===== src/sv/dobc_pkg.sv =====
package dobc_pkg;

	localparam int unsigned TIME_BITS_DEF = 16;
	localparam int unsigned COUNT_BITS    = 16;
	localparam logic [COUNT_BITS-1:0] BLINK_FOREVER = '1;

	localparam logic [1:0] FUNC_TICK  = 2'd0;
	localparam logic [1:0] FUNC_ON    = 2'd1;
	localparam logic [1:0] FUNC_OFF   = 2'd2;
	localparam logic [1:0] FUNC_BLINK = 2'd3;

	typedef struct packed {
		logic [1:0]            func;
		logic [15:0]           on_ticks;
		logic [15:0]           off_ticks;
		logic [COUNT_BITS-1:0] cycle_count;
	} in_item_t;

	typedef struct packed {
		logic pin_level;
		logic logical_on;
		logic blinking;
	} out_item_t;

endpackage


===== src/sv/dobc_core.sv =====
module dobc_core import dobc_pkg::*; #(
	parameter int unsigned TIME_BITS = TIME_BITS_DEF
) (
	input  logic      clk,
	input  logic      arst_n,
	input  logic      accept,
	input  in_item_t  item,
	input  logic      idle_level,
	output out_item_t result
);

	logic                  on_q, on_d;
	logic                  blink_q, blink_d;
	logic [TIME_BITS-1:0]  phase_q, phase_d;
	logic [TIME_BITS-1:0]  on_len_q, on_len_d;
	logic [TIME_BITS-1:0]  off_len_q, off_len_d;
	logic [COUNT_BITS-1:0] cycles_q, cycles_d;
	logic [TIME_BITS-1:0]  phase_inc;
	logic [COUNT_BITS-1:0] cycles_dec;

	assign phase_inc  = phase_q + TIME_BITS'(1);
	assign cycles_dec = (cycles_q == BLINK_FOREVER) ? cycles_q : cycles_q - COUNT_BITS'(1);

	always_comb begin
		on_d      = on_q;
		blink_d   = blink_q;
		phase_d   = phase_q;
		on_len_d  = on_len_q;
		off_len_d = off_len_q;
		cycles_d  = cycles_q;
		case (item.func)
			FUNC_TICK: begin
				if (blink_q) begin
					phase_d = phase_inc;
					if (on_q) begin
						if (phase_inc >= on_len_q) begin
							phase_d = '0;
							on_d    = 1'b0;
						end
					end else if (phase_inc >= off_len_q) begin
						// end of an off phase closes one cycle
						phase_d  = '0;
						cycles_d = cycles_dec;
						if (cycles_dec == '0) begin
							blink_d = 1'b0;
							on_d    = 1'b0;
						end else begin
							on_d = 1'b1;
						end
					end
				end
			end
			FUNC_ON: begin
				blink_d = 1'b0;
				on_d    = 1'b1;
			end
			FUNC_OFF: begin
				blink_d = 1'b0;
				on_d    = 1'b0;
			end
			FUNC_BLINK: begin
				// zero count leaves everything alone
				if (item.cycle_count != '0) begin
					on_len_d  = TIME_BITS'(item.on_ticks);
					off_len_d = TIME_BITS'(item.off_ticks);
					cycles_d  = item.cycle_count;
					blink_d   = 1'b1;
					on_d      = 1'b1;
					phase_d   = '0;
				end
			end
			default: begin
				on_d = on_q;
			end
		endcase
	end

	always_ff @(posedge clk or negedge arst_n) begin
		if (!arst_n) begin
			on_q      <= 1'b0;
			blink_q   <= 1'b0;
			phase_q   <= '0;
			on_len_q  <= '0;
			off_len_q <= '0;
			cycles_q  <= '0;
		end else if (accept) begin
			on_q      <= on_d;
			blink_q   <= blink_d;
			phase_q   <= phase_d;
			on_len_q  <= on_len_d;
			off_len_q <= off_len_d;
			cycles_q  <= cycles_d;
		end
	end

	assign result.pin_level  = on_d ^ idle_level;
	assign result.logical_on = on_d;
	assign result.blinking   = blink_d;

endmodule


===== src/sv/dobc_out_buf.sv =====
module dobc_out_buf import dobc_pkg::*; (
	input  logic      clk,
	input  logic      arst_n,
	input  logic      push,
	input  out_item_t push_item,
	output logic      full,
	output logic      out_valid,
	input  logic      out_stall,
	output out_item_t out_item
);

	logic      main_v_q;
	logic      skid_v_q;
	out_item_t main_q;
	out_item_t skid_q;
	logic      main_free;

	assign main_free = !main_v_q || !out_stall;

	always_ff @(posedge clk or negedge arst_n) begin
		if (!arst_n) begin
			main_v_q <= 1'b0;
			skid_v_q <= 1'b0;
		end else if (main_free) begin
			if (skid_v_q) begin
				main_v_q <= 1'b1;
				skid_v_q <= 1'b0;
			end else begin
				main_v_q <= push;
			end
		end else if (push) begin
			skid_v_q <= 1'b1;
		end
	end

	always_ff @(posedge clk) begin
		if (main_free) begin
			main_q <= skid_v_q ? skid_q : push_item;
		end else if (push) begin
			// head is held, park the new result behind it
			skid_q <= push_item;
		end
	end

	assign full      = skid_v_q;
	assign out_valid = main_v_q;
	assign out_item  = main_q;

endmodule


===== src/sv/digital_output_blink_controller.sv =====
// One digital output pin (LED, buzzer, relay) with steady and blink control.
// Input channel: in_valid / in_stall with in_item carrying func (tick, on,
// off, blink) and the blink on/off phase lengths and cycle count.
// Output channel: out_valid / out_stall with out_item giving the pin level,
// the logical on flag and the blinking flag after each item.
// Every accepted input produces exactly one result, in order.
// Each result is registered in the output register, or in the skid entry
// behind a held one. Throughput is one item per cycle while out_stall is low.
// A two-entry output buffer lets one more item in while a result is held;
// in_stall rises only when both entries are occupied.
// cfg_we / cfg_wdata write idle_level, the pin level while the output is off.
// Write it only while no results are outstanding.
// Reset clears the output state (off, not blinking), the phase counters
// and idle_level, and empties the output buffer.
module digital_output_blink_controller import dobc_pkg::*; #(
	parameter int unsigned TIME_BITS = TIME_BITS_DEF
) (
	input  logic      clk,
	input  logic      arst_n,
	input  logic      in_valid,
	output logic      in_stall,
	input  in_item_t  in_item,
	output logic      out_valid,
	input  logic      out_stall,
	output out_item_t out_item,
	input  logic      cfg_we,
	input  logic      cfg_wdata
);

	logic      idle_level_q;
	logic      accept;
	logic      buf_full;
	out_item_t result;

	always_ff @(posedge clk or negedge arst_n) begin
		if (!arst_n) begin
			idle_level_q <= 1'b0;
		end else if (cfg_we) begin
			idle_level_q <= cfg_wdata;
		end
	end

	assign in_stall = buf_full;
	assign accept   = in_valid && !buf_full;

	dobc_core #(
		.TIME_BITS(TIME_BITS)
	) u_core (
		.clk       (clk),
		.arst_n    (arst_n),
		.accept    (accept),
		.item      (in_item),
		.idle_level(idle_level_q),
		.result    (result)
	);

	dobc_out_buf u_out_buf (
		.clk      (clk),
		.arst_n   (arst_n),
		.push     (accept),
		.push_item(result),
		.full     (buf_full),
		.out_valid(out_valid),
		.out_stall(out_stall),
		.out_item (out_item)
	);

	// skid entry only fills behind a held head
	a_stall_has_head: assert property (@(posedge clk) disable iff (!arst_n)
		in_stall |-> out_valid)
		else $error("input stalled with empty output register");

	a_transfer_gives_result: assert property (@(posedge clk) disable iff (!arst_n)
		(in_valid && !in_stall) |=> out_valid)
		else $error("accepted item produced no result");

	a_pin_polarity: assert property (@(posedge clk) disable iff (!arst_n)
		(out_valid && !cfg_we && !$past(cfg_we)) |->
		(out_item.pin_level == (out_item.logical_on ^ idle_level_q)))
		else $error("pin level does not match on flag and polarity");

endmodule


===== config.mk =====
export PLATFORM = sky130hd
export DESIGN_NAME = digital_output_blink_controller
export DESIGN_NICKNAME = d
export VERILOG_FILES = /design/src/sv/dobc_pkg.sv /design/src/sv/dobc_core.sv /design/src/sv/dobc_out_buf.sv /design/src/sv/digital_output_blink_controller.sv
export SDC_FILE = /design/constraint.sdc
export NUM_CORES = 1
export LEC_CHECK = 0
export ABC_AREA = 1
export BUFFER_PORTS_ARGS = -buffer_cell sky130_fd_sc_hd__buf_2
export CAP_MARGIN = 30
export CORE_MARGIN = 10
export CORE_UTILIZATION = 61
export DETAILED_ROUTE_END_ITERATION = 8
export PLACE_DENSITY_LB_ADDON = 0.05
export SYNTH_ARGS = -nofsm -noshare
export SYNTH_HDL_FRONTEND = slang
export SYNTH_SLANG_ARGS = --single-unit

===== constraint.sdc =====
create_clock -name clk -period 4.7 [get_ports clk]
set_input_delay 0.47 -clock clk [delete_from_list [all_inputs] [get_ports clk]]
set_output_delay 0.47 -clock clk [all_outputs]
set_load 0.005 [all_outputs]

Yosys cells after proc, flatten, opt, wreduce, memory -nomap -nowiden --
Cells that the tools add are included.
Operators by class: $add $sub $neg 2, magnitude comparators 2, eq/ne operators 8, muxes and demuxes 28, bitwise logic cells 2, reduce and logical (&&, ||, !) cells 15
Operator list (number):
- 16-bit 2-to-1 mux | 10
- 16-bit case mux with 2 select lines | 2
- 16-bit greater-or-equal comparator | 2
- 16-bit by 1-bit adder with 16-bit output (second input constant) | 1
- 16-bit == test (second input constant) | 1
- 16-bit zero test | 1
- 16-bit nonzero test | 1
- 16-bit by 1-bit subtractor with 16-bit output (second input constant) | 1
- 1-bit 2-to-1 mux | 13
- 2-bit by 1-bit inequality test with 1-bit output (second input constant) | 3
- 6-bit AND reduction | 1
- 2-bit == test (second input constant) | 2
- 1-bit case mux with 4 select lines | 1
- 4-bit AND reduction | 1
- 2-bit nonzero test | 2
- 1-bit zero test | 3
- 3-bit 2-to-1 mux | 1
- 1-bit case mux with 3 select lines | 1
- 3-bit AND reduction | 1
- 2-bit by 1-bit == test with 1-bit output (second input constant) | 1
- 2-bit zero test | 1
- 2-bit inequality test (second input constant) | 1
- 2-bit AND reduction | 1
- 2-bit OR reduction | 1
- other kinds (4) | 4
Storage, ports and cells: flip-flop bits (word level) 75, output and inout bits 5, word-level logic and storage cells 72

Longest topological paths before layout --
Gate-level depths: netlist of the first run.
word-level depth 10, gate-level depth with buffers 24, mapped depth without buffers 24

Modules after synthesis --
From an unflattened synthesis of the first run, not the netlist that was laid out.
Second synthesis, totals: cells, all modules 633, area, all modules 4752.1 sq um
By module, submodules not included:
- dobc_core | times used 1, cells an instance 602, area an instance 4414.2 sq um
- dobc_out_buf | times used 1, cells an instance 24, area an instance 290.3 sq um
- digital_output_blink_controller | times used 1, cells an instance 7, area an instance 47.5 sq um

Worst setup path after synthesis of the first run --
No wires, ideal clock.
path type register to register, from register u_core.phase_q[0], to register u_out_buf.skid_q[2] in the netlist's numbering (data pin), library setup time 0.255 ns, arrival time 2.875 ns, required time 4.445 ns, slack 1.570 ns, cell stages (with the launch flop) 23, buffers on the path 0, cells stage by stage dfrtp_1 ha_1 nand3_1 nor2_1 nand3_1 nand3b_1 nor3_2 nand2_1 xor2_1 inv_1 ha_1 nand2_1 inv_1 nand3_1 nor3_1 nand3_1 nand3_1 nand2_1 nand2_1 nand3_2 nand2_2 nand2_2 and2_1
RTL lines:
- from (decl) | line dobc_core.sv:14 | logic [TIME_BITS-1:0] phase_q, phase_d;
- from (signal assigned) | line dobc_core.sv:89 | phase_q <= phase_d;
- to (signal assigned) | line dobc_out_buf.sv:41 | skid_q <= push_item;
- to (decl) | line dobc_out_buf.sv:15 | out_item_t skid_q;

Worst setup path after layout of the first run --
from register u_core.phase_q[0], to register u_core.cycles_q[15]
On the way: word-level cells in the longest chain between the ends 4
Ends and longest elaborated chain:
- 16-bit by 1-bit adder with 16-bit output | line dobc_core.sv:21 | assign phase_inc = phase_q + TIME_BITS'(1);
- 16-bit greater-or-equal comparator | line dobc_core.sv:40 | end else if (phase_inc >= off_len_q) begin
- 2-bit by 1-bit inequality test with 1-bit output (no source line)
- 6-bit AND reduction (no source line)
- to (signal assigned) | line dobc_core.sv:92 | cycles_q <= cycles_d;
- to (decl) | line dobc_core.sv:17 | logic [COUNT_BITS-1:0] cycles_q, cycles_d;
Every way passes these cells. A chain may end at the register's enable or synchronous reset.

==> results of run 1 <==
==> sequential cells by signal, indices dropped and copies added (netlist names) <==
| name | count |
|---|---|
| idle_level_q | 1 |
| u_core.blink_q | 1 |
| u_core.cycles_q | 16 |
| u_core.off_len_q | 16 |
| u_core.on_len_q | 16 |
| u_core.on_q | 1 |
| u_core.phase_q | 16 |
| u_out_buf.full | 1 |
| u_out_buf.out_item | 3 |
| u_out_buf.out_valid | 1 |
| u_out_buf.skid_q | 3 |
==> per-layer routing <==
layer,vias up,GRT usage
li1,2097,-
met1,1921,0.2423
met2,104,0.3172
met3,17,0.04105
met4,0,0.06011
met5,-,0
==> path summary, 6_finish.rpt <==
check / start / end / slack [ps] / cells past startpoint
setup reg to reg: u_core.phase_q[0] / u_core.cycles_q[15] / 690 / 20
min in group clk: cfg_we / idle_level_q / 320 / 2
max in group asynchronous: arst_n / u_core.cycles_q[1] / 3800 / 2
hold / removal: arst_n / u_core.on_len_q[13] / 310 / 2
setup / recovery: u_core.phase_q[0] / u_core.cycles_q[15] / 690 / 20
hold reg to reg: u_core.off_len_q[8] / u_core.off_len_q[8] / 520 / 2
==> power breakdown <==
part	leakage, nW	switching, mW	internal [mW]
combinational	1.82	0.472	0.276
clock	0.107	0.244	0.299
sequential	0.877	0.125	0.788
==> cell usage in the layout (no fill, tap or decap), drive strengths merged, types with 3 or more instances in the layout <==
master	instances
dfrtp	69
clkinv	4
nand4	4
and2	3
o21ai	38
edfxtp	6
nor4	4
inv	92
a21oi	49
buf	64
ha	40
o22ai	10
nand3	33
clkbuf	11
o211ai	12
nor2	74
nand2	132
nor3	6
xor2	13
==> cell type report <==
cell class	instances	area, um2	share of cell area
multi-input combinational	427	2437	0.4544
sequential	75	1907	0.3555
inverter	93	351.6	0.06555
timing repair buffer	64	330.3	0.06158
clock buffer	11	131.4	0.02449
tap	102	127.6	0.02379
clock inverter	5	78.83	0.01470
==> critical path: stages, from the launching register on <==
cell and delay [ps]:
dfrtp_1 450, ha_1 220, nand3_1 120, nor2_1 170
nand3_1 120, nand3b_1 230, nor3_2 180, nand2_1 90
xor2_1 180, inv_1 90, ha_1 280, nand2_1 80
nor3_1 280, nand3_1 120, nand3_1 120, nand2_1 70
nand2_1 60, nand3_1 100, inv_1 610, o211ai_1 200
o21ai_0 140
==> cells by family (layout without fill, tap and decap cells) <==
logic type | after synthesis | count (layout)
adders and majority gates | 40 | 40
xor gates and xnor gates | 14 | 14
and+or+nand+nor | 258 | 258
buffers and inverters | 107 | 173
DFF | 75 | 75
muxes | 2 | 2
AOI/OAI and AO/OA | 113 | 113
==> per-stage QoR <==
step	hold WS (ps)	cell area, um2	power [mW]	cells	setup slack, ps
2_1_floorplan	174.4	4748	1.453	609	1570
3_3_place_gp	501.9	5154	1.624	761	1013
3_5_place_dp	512.9	5154	1.662	761	763.4
4_1_cts	309.1	5364	2.207	777	722.3
5_1_grt	324.1	5364	2.372	777	213.5
6_report	313.5	5364	2.203	777	690.7
==> flow_metrics.py, run 1 <==
metrics = {
    "timing": {
        "max_freq_ghz": 0.2494,
        "rsz0062_at_grt": "no",
        "hold_viol": 0,
        "finalCritPeriodShare": 0.8530,
        "maxSlewHeadroom": 0.4125,
        "slew_viol_final": 0,
        "finalSetupViolCount": 0,
        "setup-tns-final_ps": 0,
        "worst_pin_slew_ps": 881.3,
        "clock_skew_ps": 10.66,
        "min_period_ps": 4009,
    },
    "clocking": {
        "hold_buffers": 0,
        "cts_buffer_depth": 2,
        "cts_buffers": 9,
        "cts_tree": "built",
        "cts_max_level": 3,
        "insertion_delay_ps": 350,
        "cts.sinks": 75,
        "post_cts_resized": 0,
        "post_cts_buffers": 0,
        "clkTransAtPathRegs_ps": 80,
        "cts_root_buffer": "clkbuf_8",
    },
    "yosys": {
        "ys_ff_latch": 75,
        "synth-simple-area-share": 0.2445,
        "yosysWarnings": 0,
        "synthTopCellsByCount": "nand2_1, inv_1, dfrtp_1",
        "muxShareOfSynthArea": 0.004743,
        "netlist_area_mm2": 0.004748,
        "synthCells": 609,
        "synthAdderAreaFrac": 0.1054,
        "synth_top_family_by_area": "simple AND/OR/NAND/NOR gates",
        "synth_ff_type": "dfrtp_1",
        "yosys.area.top_type": "dfrtp_1",
        "async_reset_ff_frac": 0.9200,
        "yosysMostFrequentCell": "nand2_1",
        "synth_xor_xnor_area_share": 0.02582,
        "synthesis.nets": 705,
        "syn_area_per_cell_um2": 7.797,
        "synth_top_area_frac": 0.3636,
        "yosysSeqAreaShare": 0.4016,
        "ys_types": 36,
        "synth_compound_area_frac": 0.1318,
        "yosys-top-cells-area": "dfrtp_1, ha_1, nand2_1",
        "synth_edf_count": 6,
    },
    "power_and_ir_drop": {
        "leakage_nw": 2.805,
        "p_per_area_mw_per_mm2": 410.8,
        "peakVddDrop_v": 0.0002637,
    },
    "route": {
        "wl_per_cell_um": 14.00,
        "routed_wirelength_um": 10880,
        "wl_met1_um": 4867,
        "highest_layer": "met4",
        "viasPerCell": 5.327,
        "drt_iter0_markers": 317,
        "dr_wl_met3_um": 579,
        "first_pass_iters": 5,
        "num_vias": 4139,
        "dr_wl_met2_um": 5263,
        "post-route-drc-count": 0,
        "ant_nets": 0,
    },
    "floorplanning": {
        "die_w_um": 108.2,
        "dieArea_mm2": 0.01171,
        "ios": 61,
        "rows": 32,
        "die_y_um": 108.2,
        "core-area_mm2": 0.007647,
        "start_util": 0.6209,
    },
    "global_routing": {
        "overflow": 0,
        "antenna_found_initial": 0,
        "grt_usage": 0.1908,
        "grt_pass1_wl_um": 18310,
        "grt_pass1_vias": 4062,
        "grt_max_degree": 70,
    },
    "setup_path": {
        "startpoint_type": "flop",
        "crit_path_end_kind": "flop",
        "worstPathMaxFanout": 30,
        "cp.arrival_ps": 4260,
        "worstPathRequired_ps": 4950,
        "criticalPathCategory": "flop to flop",
    },
    "flow_run": {
        "maxCapViolations": 0,
    },
    "hold_path": {
        "hold_class": "input pin to asynchronous set/reset pin",
    },
    "placement": {
        "dp_hpwl_um": 8193,
        "gp_congestion": 0.8740,
        "io_buffers": 60,
    },
    "cells_and_area": {
        "drive_gt1_frac": 0.1630,
        "fill_cells": 657,
        "diodes": 0,
        "nets": 766,
        "syn_to_final_growth_pct": 12.96,
        "final_core_util": 0.7014,
    },
    "outcome": {
        "outcome": "finished, final reports clean",
    },
}
Power figures use the tool's default switching activity.
==> inputs of run 2 (changes only) <==
--- a/config.mk
+++ b/config.mk
@@ -6,11 +6,11 @@
 export NUM_CORES = 1
 export LEC_CHECK = 0
 export ABC_AREA = 1
-export BUFFER_PORTS_ARGS = -buffer_cell sky130_fd_sc_hd__buf_2
 export CAP_MARGIN = 30
 export CORE_MARGIN = 10
 export CORE_UTILIZATION = 61
 export DETAILED_ROUTE_END_ITERATION = 8
+export DONT_BUFFER_PORTS = 1
 export PLACE_DENSITY_LB_ADDON = 0.05
 export SYNTH_ARGS = -nofsm -noshare
 export SYNTH_HDL_FRONTEND = slang
==> run 2 against run 1 <==
Net effect: the flow now finishes with violations (hold timing); clock power increased by 31%; largest power group unchanged; cell area decreased by 3.7%; critical path depth unchanged; sequential share of layout area increased by 1.4 points; highest routed layer unchanged; critical path type unchanged; hold slack got worse by 310 ps; maximum frequency increased by 2.2%.
==> flow_metrics.py, run 2 (synthesis gave the netlist of run 1 again) <==
metrics = {
    "power_and_ir_drop": {
        "swShare": 0.3555,
        "p_int_mw": 1.507,
        "total_power_mw": 2.339,
        "clockPowerShare": 0.305,
        "p_per_area_mw_per_mm2": 452.8,
        "switchingPower_uw": 831.5,
        "leakage_nw": 2.613,
        "pwr-share-comb": 0.305,
        "peakVddDrop_v": 0.0002521,
        "seqPwrFrac": 0.390,
    },
    "timing": {
        "rsz0062_at_grt": "no",
        "worst_slack_ps": 778.2,
        "min_period_ps": 3922,
        "maxSlewHeadroom": 0.4666,
        "slew_viol_final": 0,
        "setup-tns-final_ps": 0,
        "worst_pin_slew_ps": 799.2,
        "timing.hold.ws_ps": -0.5261,
        "max_freq_ghz": 0.2550,
        "finalSetupViolCount": 0,
        "finalCritPeriodShare": 0.8344,
        "clock_skew_ps": 12.21,
        "hold_viol": 1,
    },
    "setup_path": {
        "crit_buf_inv": 2,
        "criticalPathCategory": "flop to flop",
        "cp.arrival_ps": 4190,
        "rrSetupSlack_ps": 780,
        "worstPathMaxFanout": 30,
        "worstPathRequired_ps": 4970,
        "path_cells": "ha_1 -> nand3_1 -> nor2_1 -> nand3_1 -> nand3b_1 -> nor3_2 -> nand2_1 -> xor2_1 -> inv_1 -> ha_1 -> nand2_1 -> nor3_1 -> nand3_1 -> nand3_1 -> nand2_1 -> nand2_1 -> nand3_1 -> inv_1 -> o211ai_1 -> o21ai_0",
        "cp_common_cell": "nand3_1",
        "slowest_stage": "inv_1",
        "startpoint_type": "flop",
        "cpPeakStageDelay_ps": 610,
        "crit_path_end_kind": "flop",
        "cp_top_family": "simple AND/OR/NAND/NOR gates",
    },
    "cells_and_area": {
        "fin_cells": 716,
        "layout_common_cells": "nand2_1, inv_1, dfrtp_1, nor2_1, a21oi_1",
        "diodes": 0,
        "syn_to_final_growth_pct": 8.775,
        "nets": 705,
        "drive_gt1_frac": 0.08143,
        "final_common_cell": "nand2_1",
    },
    "flow_run": {
        "maxCapViolations": 0,
    },
    "hold_path": {
        "hold_class": "input pin to asynchronous set/reset pin",
    },
    "global_routing": {
        "overflow": 0,
        "grt_max_degree": 70,
        "grt_usage": 0.1853,
        "grt_pass1_vias": 3878,
        "antenna_found_initial": 0,
        "grt_pass1_wl_um": 17520,
    },
    "route": {
        "wl_per_cell_um": 14.71,
        "viasPerCell": 5.334,
        "post-route-drc-count": 0,
        "routed_wirelength_um": 10530,
        "first_pass_iters": 6,
        "ant_nets": 0,
        "drt_iter0_markers": 187,
        "num_vias": 3819,
    },
    "floorplanning": {
        "start_util": 0.6209,
        "die_y_um": 108.2,
        "ios": 61,
        "die_w_um": 108.2,
        "dieArea_mm2": 0.01171,
        "core-area_mm2": 0.007647,
        "rows": 32,
    },
    "placement": {
        "pre_cts_ws_ps": 790.0,
        "io_buffers": 0,
        "placed_cells": 699,
        "gp_congestion": 0.8562,
        "dp_hpwl_um": 7902,
    },
    "outcome": {
        "outcome": "finished, violations left",
        "violations": "hold timing",
    },
    "clocking": {
        "cts_tree": "built",
        "insertion_delay_ps": 360,
        "cts_max_level": 3,
        "post_cts_buffers": 0,
        "cts_root_buffer": "clkbuf_8",
        "cts_buffer_depth": 2,
        "cts.sinks": 75,
        "post_cts_resized": 0,
        "cts_buffers": 9,
        "clkTransAtPathRegs_ps": 90,
    },
}
==> run 2: cell types whose count changed in the layout (fill, tap and decap cells not counted) <==
cell       before  now
clkinv_1        1    2
buf_16          0    1
clkinv_2        2    0
clkinv_4        1    0
inv_6           0    1
buf_2          60    0
bufinv_16       2    5
buf_12          0    1
clkbuf_1        2    0
buf_4           4    1
==> run 2: layout make-up <==
type	count	area [um2]
clock buffers	9	123.9
well taps	102	127.6
repair buffers	3	55.05
clock inverters	7	162.7
multi-input cells	427	2437
flip-flops and latches	75	1907
inverters	93	351.6
fillers	640	2482
==> run 2: final timing paths <==
| kind | endpoint | start | depth (start not counted) |
|---|---|---|---|
| worst min register to register | u_core.on_len_q[0] | u_core.on_len_q[0] | 1 |
| worst max register to register | u_core.cycles_q[12] | u_core.phase_q[0] | 20 |
| min in group clk | idle_level_q | cfg_we | 1 |
| max in group asynchronous | u_core.on_len_q[6] | arst_n | 1 |
| worst min-delay path | u_core.blink_q | arst_n | 1 |
| worst max-delay path | u_core.cycles_q[12] | u_core.phase_q[0] | 20 |
==> run 2: timing repair <==
item                       in CTS  in global routing
setup endpoints to repair       0                  0
hold endpoints to repair       69                  0
hold buffers                    1                  0
==> run 2: stage by stage <==
step | hold slack (ps) | utilization | instance area (um2)
3_3_place_gp | 177.3 | 0.6317 | 4831
5_1_grt | 5.481 | 0.6754 | 5165
3_5_place_dp | 177.7 | 0.6343 | 4851
6_report | -0.5261 | 0.6754 | 5165
4_1_cts | 7.618 | 0.6754 | 5165
2_1_floorplan | 174.4 | - | 4748
==> run 2: layer usage <==
layer / wire length, um / vias up / GRT usage
met2: 5099 / 77 / 0.3099
met4: 63 / 0 / 0.04771
li1: - / 1975 / -
met1: 4726 / 1761 / 0.2342
met5: 0 / - / 0
met3: 644 / 6 / 0.04581
==> run 2: power groups by stage <==
| stage | Combinational [mW] | Clock [mW] | Sequential (mW) |
|---|---|---|---|
| 5_1_grt | 0.823 | 0.751 | 0.934 |
| 4_1_cts | 0.714 | 0.725 | 0.912 |
| 6_report | 0.713 | 0.713 | 0.913 |
| 3_3_place_gp | 0.663 | 0 | 0.919 |
| 2_1_floorplan | 0.559 | 0 | 0.894 |
| 3_5_place_dp | 0.694 | 0 | 0.923 |
==> inputs of run 3 (changes only) <==
==> constraint.sdc (replaced) <==
create_clock -name clk -period 4.1 [get_ports clk]
set_input_delay 0.41 -clock clk [delete_from_list [all_inputs] [get_ports clk]]
set_output_delay 0.41 -clock clk [all_outputs]
set_load 0.005 [all_outputs]
==> run 3 against run 2 <==
Net effect: the run now ends clean; total power rose by 2.2%; global-route usage fell by 0.54 points; sequential power rose by 14%; via count did not move; routed wire length fell by 4.6%; combinational power rose by 13%; clock power fell by 25%; hold slack improved by 170 ps; cell area fell by 1.2%; maximum frequency rose by 10%; clock skew rose by 1.5 ps.
==> flow_metrics.py, run 3 (synthesis gave the netlist of run 1 again) <==
metrics = {
    "route": {
        "num_vias": 3819,
        "ant_nets": 0,
        "post-route-drc-count": 0,
        "drt_iter0_markers": 213,
        "wl_per_cell_um": 13.92,
        "routed_wirelength_um": 10050,
        "viasPerCell": 5.289,
        "first_pass_iters": 4,
    },
    "floorplanning": {
        "die_w_um": 108.2,
        "core-area_mm2": 0.007647,
        "ios": 61,
        "start_util": 0.6209,
        "rows": 32,
        "die_y_um": 108.2,
        "dieArea_mm2": 0.01171,
    },
    "cells_and_area": {
        "syn_to_final_growth_pct": 7.431,
        "final-seq-area_mm2": 0.001907,
        "layout_common_cells": "nand2_1, inv_1, dfrtp_1, nor2_1, a21oi_1",
        "nets": 711,
        "fill_cells": 691,
        "final_common_cell": "nand2_1",
        "diodes": 0,
        "drive_gt1_frac": 0.09032,
        "multiInputGateArea_mm2": 0.002437,
    },
    "placement": {
        "io_buffers": 0,
        "pre_cts_ws_ps": 499.1,
        "dp_hpwl_um": 7805,
        "gp_congestion": 0.9342,
    },
    "timing": {
        "worst_slack_ps": 538.7,
        "finalCritPeriodShare": 0.8686,
        "maxSlewHeadroom": 0.5191,
        "setup-tns-final_ps": 0,
        "hold_viol": 0,
        "rsz0062_at_grt": "no",
        "min_period_ps": 3561,
        "slew_viol_final": 0,
        "clock_skew_ps": 13.70,
        "max_freq_ghz": 0.2808,
        "timing.hold.ws_ps": 167.5,
        "worst_pin_slew_ps": 720.6,
        "finalSetupViolCount": 0,
    },
    "global_routing": {
        "grt_usage": 0.1799,
        "overflow": 0,
        "grt_pass1_vias": 3735,
        "antenna_found_initial": 0,
        "met3_usage": 0.05711,
        "grt_pass1_wl_um": 17090,
        "gr-usage-met1": 0.2284,
        "grt_max_degree": 70,
        "use_met2": 0.2888,
        "busiest_layer": "met2",
    },
    "outcome": {
        "outcome": "finished, final reports clean",
    },
    "hold_path": {
        "hold_path_depth": 1,
        "hold_class": "input pin to flop",
        "hp-start": "cfg_we",
    },
    "setup_path": {
        "criticalPathCategory": "flop to flop",
        "worstPathRequired_ps": 4210,
        "cp.arrival_ps": 3670,
        "worstPathMaxFanout": 6,
        "startpoint_type": "flop",
        "crit_path_end_kind": "flop",
        "r2r-start": "u_core.phase_q[0]",
        "startpoint": "u_core.phase_q[0]",
        "ff2ff_path_depth": 22,
    },
    "clocking": {
        "post_cts_buffers": 0,
        "cts_buffers": 9,
        "cts_max_level": 3,
        "post_cts_resized": 0,
        "clkTransAtPathRegs_ps": 80,
        "cts_root_buffer": "clkbuf_8",
        "cts_tree": "built",
        "cts.sinks": 75,
        "cts_buffer_depth": 2,
        "insertion_delay_ps": 350,
    },
    "flow_run": {
        "maxCapViolations": 0,
    },
    "power_and_ir_drop": {
        "leakage_nw": 2.581,
        "peakVddDrop_v": 0.0003036,
        "p_per_area_mw_per_mm2": 468.6,
    },
}
==> run 3: power by group <==
part | internal, mW | total [mW] | switching [mW]
clock network | 0.254 | 0.536 | 0.282
logic | 0.298 | 0.809 | 0.511
registers | 0.903 | 1.04 | 0.141
total | 1.46 | 2.39 | 0.935
==> run 3: routing by layer <==
metal	wire length [um]	up-vias
met3	663	16
li1	-	1991
met2	4713	85
met5	0	-
met4	171	0
met1	4505	1727
==> run 3: final timing paths <==
path	end	slack (ps)
min in group asynchronous	u_core.off_len_q[10]	590
max reg2reg	u_out_buf.skid_q[2]	540
min	idle_level_q	170
min reg2reg	u_out_buf.out_item[0]	510
max	u_out_buf.skid_q[2]	540
max in group asynchronous	u_core.phase_q[10]	3220
==> run 3: per-stage QoR <==
stage                     instance area [um2]  cells    util  power [mW]
after CTS                                5101    722  0.6670       2.418
after global placement                   4876    704  0.6376       1.822
final                                    5101    722  0.6670       2.390
after detailed placement                 4876    704  0.6376       1.853
after global routing                     5101    722  0.6670       2.609
after floorplan                          4748    609       -       1.666
==> run 3: layout make-up <==
class / count / share of cell area
flip-flops and latches: 75 / 0.3738
clock buffers: 11 / 0.02968
multi-input cells: 427 / 0.4778
repair buffers: 9 / 0.01766
well taps: 102 / 0.02502
clock inverters: 5 / 0.007113
inverters: 93 / 0.06892
==> run 3: timing repair <==
item | CTS | global route
setup endpoints to repair | 0 | 0
hold endpoints to repair | 69 | 0
hold buffers | 2 | 0
==> run 3: worst max-delay path, stage by stage, from the launching register on <==
cell	delay (ps)
dfrtp_1	440
ha_1	210
nand3_1	130
nor2_1	180
nand3_1	130
nand3b_1	230
nor3_2	190
nand2_1	90
xor2_1	170
inv_1	80
ha_1	270
nand2_1	60
inv_1	50
nand3_1	90
nor3_1	210
nand3_1	110
nand3_1	150
nand2_1	60
nand2_1	70
nand3_2	100
nand2_2	110
nand2_2	60
and2_1	130
